--- src/rtl/lhfm_pkg.sv ---
// ----------------------------------------------------------------------------
// lhfm_pkg: shared types and constants of the loop health fault monitor
// Register codes, configuration bundle, report and flag layouts.
// ----------------------------------------------------------------------------
package lhfm_pkg;

    localparam int CFG_IDX_W  = 3;
    localparam int CFG_DATA_W = 32;
    localparam int IN_DATA_W  = 160;
    localparam int OUT_DATA_W = 8;

    localparam logic [15:0] CNT_MAX    = 16'hFFFF;
    localparam logic [7:0]  STREAK_MAX = 8'hFF;

    typedef enum logic [CFG_IDX_W-1:0] {
        CFG_WINDOW_MS      = 3'd0,
        CFG_LOOP_BUDGET_US = 3'd1,
        CFG_OVERRUN_LIMIT  = 3'd2,
        CFG_OVERFLOW_LIMIT = 3'd3,
        CFG_RECOVERY_LIMIT = 3'd4,
        CFG_RESTART_TIME   = 3'd5,
        CFG_RESTART_STREAK = 3'd6
    } t_cfg_idx;

    typedef struct packed {
        logic [15:0] window_ms;
        logic [31:0] loop_budget_us;
        logic [15:0] overrun_limit;
        logic [15:0] overflow_limit;
        logic [31:0] recovery_limit;
        logic [31:0] restart_time_us;
        logic [7:0]  restart_streak_len;
    } t_cfg;

    // Field order mirrors tdata from the high bits down.
    typedef struct packed {
        logic [31:0] recovery_total;
        logic [31:0] overflow_total_b;
        logic [31:0] overflow_total_a;
        logic [31:0] now_ms;
        logic [31:0] loop_time_us;
    } t_report;

    typedef struct packed {
        logic restart_request;
        logic force_offline;
        logic sensor_b_degraded;
        logic sensor_a_degraded;
        logic degraded_mode;
    } t_flags;

endpackage

--- src/rtl/loop_health_fault_monitor_unit.sv ---
// ----------------------------------------------------------------------------
// loop_health_fault_monitor_unit: per-loop health and fault flag generator
// Input register, single-pass flag logic, result register.
// ----------------------------------------------------------------------------
// Usage:
//   s_axis carries one report beat per completed control loop; m_axis returns
//   one flag beat per report, in order. The write port loads the seven limit
//   and window registers; write only while no report is in flight.
//   A report is held in the input register, then goes through the window
//   counters into the result register. Throughput: one report per cycle
//   while m_axis_tready is high, set by that single pass.
//   Reset: synchronous, active low; clears all windows, counts, the streak
//   and the degraded latch, loads register defaults and empties both stages.
//   Stall: with m_axis_tready low the result holds, the input register still
//   takes one more beat, then s_axis_tready drops until the result is taken.
// ----------------------------------------------------------------------------
module loop_health_fault_monitor_unit
    import lhfm_pkg::*;
(
    input  logic                  i_clk,
    input  logic                  i_rst_n,
    input  logic                  i_cfg_we,
    input  logic [CFG_IDX_W-1:0]  i_cfg_idx,
    input  logic [CFG_DATA_W-1:0] i_cfg_data,
    input  logic                  s_axis_tvalid,
    output logic                  s_axis_tready,
    // loop_time_us, now_ms, overflow_total_a, overflow_total_b, recovery_total
    input  logic [IN_DATA_W-1:0]  s_axis_tdata,
    output logic                  m_axis_tvalid,
    input  logic                  m_axis_tready,
    // degraded_mode, sensor_a_degraded, sensor_b_degraded, force_offline,
    // restart_request, 3 zero bits
    output logic [OUT_DATA_W-1:0] m_axis_tdata
);

    t_cfg    cfg;
    t_report r_in;
    logic    r_in_valid;
    t_flags  r_out;
    logic    r_out_valid;
    t_flags  n_out;
    logic    fire;
    logic    in_take;

    lhfm_cfg u_cfg (
        .i_clk      (i_clk),
        .i_rst_n    (i_rst_n),
        .i_cfg_we   (i_cfg_we),
        .i_cfg_idx  (i_cfg_idx),
        .i_cfg_data (i_cfg_data),
        .o_cfg      (cfg)
    );

    // advance the held report into the result register
    assign fire          = r_in_valid && (!r_out_valid || m_axis_tready);
    assign s_axis_tready = !r_in_valid || fire;
    assign in_take       = s_axis_tvalid && s_axis_tready;

    always_ff @(posedge i_clk) begin
        if (in_take) begin
            r_in <= t_report'(s_axis_tdata);
        end
    end

    always_ff @(posedge i_clk) begin
        if (!i_rst_n) begin
            r_in_valid <= 1'b0;
        end else if (s_axis_tready) begin
            r_in_valid <= s_axis_tvalid;
        end
    end

    lhfm_overrun u_overrun (
        .i_clk       (i_clk),
        .i_rst_n     (i_rst_n),
        .i_en        (fire),
        .i_now       (r_in.now_ms),
        .i_loop_time (r_in.loop_time_us),
        .i_cfg       (cfg),
        .o_degraded  (n_out.degraded_mode),
        .o_restart   (n_out.restart_request)
    );

    lhfm_rate_win u_win_a (
        .i_clk      (i_clk),
        .i_rst_n    (i_rst_n),
        .i_en       (fire),
        .i_now      (r_in.now_ms),
        .i_total    (r_in.overflow_total_a),
        .i_window   (cfg.window_ms),
        .i_limit    (cfg.overflow_limit),
        .o_degraded (n_out.sensor_a_degraded)
    );

    lhfm_rate_win u_win_b (
        .i_clk      (i_clk),
        .i_rst_n    (i_rst_n),
        .i_en       (fire),
        .i_now      (r_in.now_ms),
        .i_total    (r_in.overflow_total_b),
        .i_window   (cfg.window_ms),
        .i_limit    (cfg.overflow_limit),
        .o_degraded (n_out.sensor_b_degraded)
    );

    assign n_out.force_offline = (r_in.recovery_total > cfg.recovery_limit);

    always_ff @(posedge i_clk) begin
        if (fire) begin
            r_out <= n_out;
        end
    end

    always_ff @(posedge i_clk) begin
        if (!i_rst_n) begin
            r_out_valid <= 1'b0;
        end else if (fire) begin
            r_out_valid <= 1'b1;
        end else if (m_axis_tready) begin
            r_out_valid <= 1'b0;
        end
    end

    assign m_axis_tvalid = r_out_valid;
    assign m_axis_tdata  = {3'b000, r_out};

`ifndef ASSERT_OFF
    a_ready_only_when_full: assert property (@(posedge i_clk) disable iff (!i_rst_n)
        !s_axis_tready |-> r_in_valid)
        else $error("input side stalled with empty input register");

    a_held_beat_kept: assert property (@(posedge i_clk) disable iff (!i_rst_n)
        (r_in_valid && !fire) |=> r_in_valid)
        else $error("held report dropped before reaching the result register");

    a_result_from_report: assert property (@(posedge i_clk) disable iff (!i_rst_n)
        $rose(m_axis_tvalid) |-> $past(r_in_valid))
        else $error("result raised without a held report");
`endif

endmodule

--- src/rtl/lhfm_cfg.sv ---
// ----------------------------------------------------------------------------
// lhfm_cfg: configuration register file
// Write-only registers loaded from the plain write port.
// ----------------------------------------------------------------------------
module lhfm_cfg
    import lhfm_pkg::*;
(
    input  logic                  i_clk,
    input  logic                  i_rst_n,
    input  logic                  i_cfg_we,
    input  logic [CFG_IDX_W-1:0]  i_cfg_idx,
    input  logic [CFG_DATA_W-1:0] i_cfg_data,
    output t_cfg                  o_cfg
);

    t_cfg r_cfg;
    t_cfg n_cfg;

    always_comb begin
        n_cfg = r_cfg;
        if (i_cfg_we) begin
            case (t_cfg_idx'(i_cfg_idx))
                CFG_WINDOW_MS:      n_cfg.window_ms          = i_cfg_data[15:0];
                CFG_LOOP_BUDGET_US: n_cfg.loop_budget_us     = i_cfg_data;
                CFG_OVERRUN_LIMIT:  n_cfg.overrun_limit      = i_cfg_data[15:0];
                CFG_OVERFLOW_LIMIT: n_cfg.overflow_limit     = i_cfg_data[15:0];
                CFG_RECOVERY_LIMIT: n_cfg.recovery_limit     = i_cfg_data;
                CFG_RESTART_TIME:   n_cfg.restart_time_us    = i_cfg_data;
                CFG_RESTART_STREAK: n_cfg.restart_streak_len = i_cfg_data[7:0];
                default:            n_cfg = r_cfg;
            endcase
        end
    end

    always_ff @(posedge i_clk) begin
        if (!i_rst_n) begin
            r_cfg.window_ms          <= 16'd1000;
            r_cfg.loop_budget_us     <= 32'd10000;
            r_cfg.overrun_limit      <= 16'd10;
            r_cfg.overflow_limit     <= 16'd5;
            r_cfg.recovery_limit     <= 32'd10;
            r_cfg.restart_time_us    <= 32'd20000;
            r_cfg.restart_streak_len <= 8'd3;
        end else begin
            r_cfg <= n_cfg;
        end
    end

    assign o_cfg = r_cfg;

endmodule

--- src/rtl/lhfm_rate_win.sv ---
// ----------------------------------------------------------------------------
// lhfm_rate_win: windowed rate counter of one overflow total
// Adds each increase of the total, clears on window expiry.
// ----------------------------------------------------------------------------
module lhfm_rate_win
    import lhfm_pkg::*;
(
    input  logic        i_clk,
    input  logic        i_rst_n,
    input  logic        i_en,
    input  logic [31:0] i_now,
    input  logic [31:0] i_total,
    input  logic [15:0] i_window,
    input  logic [15:0] i_limit,
    output logic        o_degraded
);

    logic [31:0] r_start;
    logic [31:0] r_base;
    logic [15:0] r_cnt;
    logic [31:0] n_start;
    logic [31:0] n_base;
    logic [15:0] n_cnt;

    logic [31:0] start0;
    logic [31:0] base0;
    logic [31:0] delta;
    logic [31:0] elapsed;

    always_comb begin
        // a zero start time reads as not started
        start0  = (r_start == 32'd0) ? i_now : r_start;
        base0   = (r_start == 32'd0) ? i_total : r_base;
        delta   = i_total - base0;
        elapsed = i_now - start0;
        n_start = start0;
        n_base  = base0;
        n_cnt   = r_cnt;
        if (i_total > base0) begin
            n_cnt  = r_cnt + delta[15:0];
            n_base = i_total;
        end
        if (elapsed >= {16'd0, i_window}) begin
            n_start = i_now;
            n_cnt   = 16'd0;
            n_base  = i_total;
        end
    end

    always_ff @(posedge i_clk) begin
        if (!i_rst_n) begin
            r_start <= 32'd0;
            r_base  <= 32'd0;
            r_cnt   <= 16'd0;
        end else if (i_en) begin
            r_start <= n_start;
            r_base  <= n_base;
            r_cnt   <= n_cnt;
        end
    end

    assign o_degraded = (n_cnt > i_limit);

endmodule

--- src/rtl/lhfm_overrun.sv ---
// ----------------------------------------------------------------------------
// lhfm_overrun: overrun window, degraded latch and long-loop streak
// Counts budget overruns per window and tracks consecutive long loops.
// ----------------------------------------------------------------------------
module lhfm_overrun
    import lhfm_pkg::*;
(
    input  logic        i_clk,
    input  logic        i_rst_n,
    input  logic        i_en,
    input  logic [31:0] i_now,
    input  logic [31:0] i_loop_time,
    input  t_cfg        i_cfg,
    output logic        o_degraded,
    output logic        o_restart
);

    logic [31:0] r_start;
    logic [15:0] r_cnt;
    logic        r_latch;
    logic [7:0]  r_streak;
    logic [31:0] n_start;
    logic [15:0] n_cnt;
    logic        n_latch;
    logic [7:0]  n_streak;

    logic [31:0] start0;
    logic [31:0] elapsed;

    always_comb begin
        start0  = (r_start == 32'd0) ? i_now : r_start;
        elapsed = i_now - start0;
        n_start = start0;
        n_cnt   = r_cnt;
        if (elapsed >= {16'd0, i_cfg.window_ms}) begin
            n_start = i_now;
            n_cnt   = 16'd0;
        end
        if ((i_loop_time > i_cfg.loop_budget_us) && (n_cnt != CNT_MAX)) begin
            n_cnt = n_cnt + 16'd1;
        end
        n_latch = r_latch | (n_cnt > i_cfg.overrun_limit);

        if (i_loop_time > i_cfg.restart_time_us) begin
            n_streak = (r_streak == STREAK_MAX) ? r_streak : r_streak + 8'd1;
        end else begin
            n_streak = 8'd0;
        end
    end

    always_ff @(posedge i_clk) begin
        if (!i_rst_n) begin
            r_start  <= 32'd0;
            r_cnt    <= 16'd0;
            r_latch  <= 1'b0;
            r_streak <= 8'd0;
        end else if (i_en) begin
            r_start  <= n_start;
            r_cnt    <= n_cnt;
            r_latch  <= n_latch;
            r_streak <= n_streak;
        end
    end

    assign o_degraded = n_latch;
    assign o_restart  = (n_streak >= i_cfg.restart_streak_len);

`ifndef ASSERT_OFF
    a_latch_sticky: assert property (@(posedge i_clk) disable iff (!i_rst_n)
        r_latch |=> r_latch)
        else $error("degraded latch cleared without reset");
`endif

endmodule

--- config.mk ---
export PLATFORM = sky130hd
export DESIGN_NAME = loop_health_fault_monitor_unit
export DESIGN_NICKNAME = d
export VERILOG_FILES = /design/src/rtl/lhfm_pkg.sv /design/src/rtl/loop_health_fault_monitor_unit.sv /design/src/rtl/lhfm_cfg.sv /design/src/rtl/lhfm_rate_win.sv /design/src/rtl/lhfm_overrun.sv
export SDC_FILE = /design/constraint.sdc
export NUM_CORES = 2
export LEC_CHECK = 0
export ABC_CLOCK_PERIOD_IN_PS = 17300
export BUFFER_PORTS_ARGS = -buffer_cell sky130_fd_sc_hd__buf_2
export CAP_MARGIN = 20
export CORE_MARGIN = 5
export CORE_UTILIZATION = 45
export CTS_CLUSTER_DIAMETER = 80
export DETAILED_ROUTE_END_ITERATION = 6
export SETUP_SLACK_MARGIN = 0.2
export SYNTH_ARGS = -nofsm -noshare
export SYNTH_HDL_FRONTEND = slang
export SYNTH_HIERARCHICAL = 1
export SYNTH_SLANG_ARGS = --single-unit
--- constraint.sdc ---
create_clock -name i_clk -period 17.3 [get_ports i_clk]
set_input_delay 2.595 -clock i_clk [delete_from_list [all_inputs] [get_ports i_clk]]
set_output_delay 2.595 -clock i_clk [all_outputs]
set_load 0.05 [all_outputs]
==> impl_metrics.toml <==
[run_status]
status = "completed"

[timing]
finalSetupTns_ps = 0
post-route-period-util = 0.569
final-setup-viol-count = 0
final_max_slew_viol_count = 0
tightest_slew_ps = 1110
fmax_mhz = 102
hold_violations = 0
rsz0062_at_grt = "false"
skew_ps = 36.6
timing.final.crit_period_ps = 9850
relSlewSlack = 0.258

[die]
io_pins = 210
core_area_mm2 = 0.0837
die_area_mm2 = 0.0903
dieHeight_um = 300
fp-row-count = 106
fp.dieW_um = 300
initial_core_util = 0.454

[routing]
drtIter0Drc = 2255
dr.pass1.iters = 5
vias = 32000
drcViolationCount = 0
via_per_inst = 5.66
drt_wl_total_um = 108000
wire_per_inst_um = 19.1
ant_nets = 0

[worst_setup_path]
slowest_delay_ps = 760
rrSetupSlack_ps = 7450
cp_max_fo = 39
crit_path_end_kind = "flop"
cp-start-kind = "flop"
slowest_stage = "a211oi_1"
worstPathArrival_ps = 10230
crit_top_cell = "a21oi_1"
required_ps = 17690
critPathKind = "reg2reg"

[cells_and_area]
drive_gt1_frac = 0.105
utilization = 0.505
area_growth_pct = 11.3
fill_cells = 7923
nNetsFinal = 5053
fin_cells = 5652

[placed_design]
dp_hpwl_um = 81000
dp_cells = 5525
place.gp.congestion = 0.936
portBuffers = 206

[synth]
avgSynthCellArea_um2 = 8.75
ys_ff_latch = 536
synth_ff_type = "dfxtp_1"
synth_seq_area_share = 0.326
synthArstFlopShare = 0
yosysMostFrequentCell = "nand2_1"
synth_top_area_cell = "dfxtp_1"
synth_edf_count = 165
synthDistinctLibCells = 120
synth_top_area_share = 0.196
ys_warn_count = 6
syn-instance-count = 4337
yosys-top-cells-area = "dfxtp_1, edfxtp_1, ha_1"
netlist_area_mm2 = 0.0380
synthTopCellsByCount = "nand2_1, inv_1, dfxtp_1"

[global_route]
antenna_found_initial = 4
grt-ovfl-total = 0
grt_pass1_vias = 30900
grt_max_degree = 157
grtUsageTotal = 0.230
grt_pass1_wl_um = 169000

[power]
p_per_area_mw_per_mm2 = 89.6
p_leak_nw = 17.9
vdd_drop_max_uv = 102

[clock_tree]
clkLatencyLatePin_ps = 640
cts_resized = 0
cts_setup_buffers = 0
clock-root-buffer = "clkbuf_16"
path_clk_slew_ps = 60
numCtsBuffers = 67
hold_buffers = 0
cts.sinks = 536
cts_tree = "done"
htreeDepth = 3
clockBufferDepth = 3

[hold_path]
worstHoldPathType = "reg2reg"

[run]
maxCapViolCount = 0
-- cell type report --
class / instances / area (um2) / share of cell area
repair buffers: 240 / 1360 / 0.0322
clock inverters: 33 / 355 / 0.00841
flip-flops and latches: 536 / 12400 / 0.293
well taps: 1134 / 1420 / 0.0336
multi-input cells: 3208 / 23200 / 0.549
clock buffers: 90 / 1980 / 0.0468
inverters: 409 / 1540 / 0.0363
diodes: 2 / 5.00 / 0.000118
-- final timing paths --
path | endpoint | from | depth (start not counted)
setup / recovery | m_axis_tdata[0]$_DFFE_PP_ | u_overrun/r_start[6]$_SDFFE_PN0P_ | 40
hold / removal | u_win_a/r_base[19]$_SDFFE_PN0P_ | u_win_a/r_base[19]$_SDFFE_PN0P_ | 2
setup reg to reg | m_axis_tdata[0]$_DFFE_PP_ | u_overrun/r_start[6]$_SDFFE_PN0P_ | 40
hold reg to reg | u_win_a/r_base[19]$_SDFFE_PN0P_ | u_win_a/r_base[19]$_SDFFE_PN0P_ | 2
-- registers in the layout, indices dropped and copies added (netlist names) --
| name | flops |
|---|---|
| u_overrun/r_streak | 8 |
| u_win_a/r_start | 32 |
| u_win_b/r_base | 32 |
| u_win_a/r_cnt | 16 |
| m_axis_tdata | 5 |
| m_axis_tvalid | 1 |
| r_in | 160 |
| u_cfg/o_cfg | 152 |
| u_win_b/r_start | 32 |
| u_win_a/r_base | 32 |
| u_overrun/r_cnt | 16 |
| u_overrun/r_latch | 1 |
| u_overrun/r_start | 32 |
| r_in_valid | 1 |
| u_win_b/r_cnt | 16 |
-- metal layers --
metal,wire length [um],GRT usage,vias up
li1,-,-,15900
met1,50100,0.314,15200
met2,49800,0.383,802
met3,5270,0.0361,160
met4,2870,0.0615,4
met5,21,0,-
-- power by group --
part	leakage (nW)	switching, mW	total [mW]	internal [mW]
Combinational	12.2	0.551	0.913	0.362
Clock	1.15	0.593	1.47	0.875
Sequential	4.63	0.0539	1.40	1.35
-- placed cells by master (no fill, tap or decap), types with 113 or more instances in the layout --
| cell type | Yosys | final |
|---|---|---|
| ha_1 | 361 | 361 |
| mux2i_1 | 288 | 288 |
| a21oi_1 | 297 | 295 |
| edfxtp_1 | 165 | 165 |
| inv_1 | 408 | 408 |
| nor2_1 | 225 | 223 |
| o21ai_0 | 162 | 162 |
| buf_2 | 36 | 205 |
| nor2b_1 | 124 | 123 |
| nand2_1 | 510 | 510 |
| a21o_1 | 113 | 113 |
| dfxtp_1 | 371 | 371 |
-- kinds of logic after synthesis --
group / count (synthesis) / synth area share
AO/OA/AOI/OAI: 1012 / 0.185
XOR/XNOR: 95 / 0.0219
adder cells (fa/ha/maj): 396 / 0.136
buffers and inverters: 595 / 0.0649
flip-flops: 536 / 0.326
multiplexers: 294 / 0.0777
other: 1 / 0.0000988
AND/OR/NAND/NOR: 1408 / 0.188
-- metrics by stage --
stage | power (mW) | area (um2) | hold WS [ps] | setup slack (ps)
after global routing | 3.99 | 42300 | 470 | 6740
after detailed placement | 2.33 | 39900 | 447 | 7640
after global placement | 2.33 | 39800 | 442 | 7790
after floorplan | 2.09 | 38000 | 434 | 9040
final | 3.79 | 42300 | 451 | 7450
after CTS | 3.82 | 42200 | 456 | 7580
-- worst max-delay path, delay by kind of cell (launching register included) --
family / cells / cell delay (ps)
DFF: 1 / 430
AOI/OAI and AO/OA: 17 / 3660
adders and majority gates: 4 / 1250
buffers and inverters: 1 / 390
and+or+nand+nor: 16 / 3580
xor gates and xnor gates: 2 / 250
No activity file was read; power rests on OpenSTA's default activity.
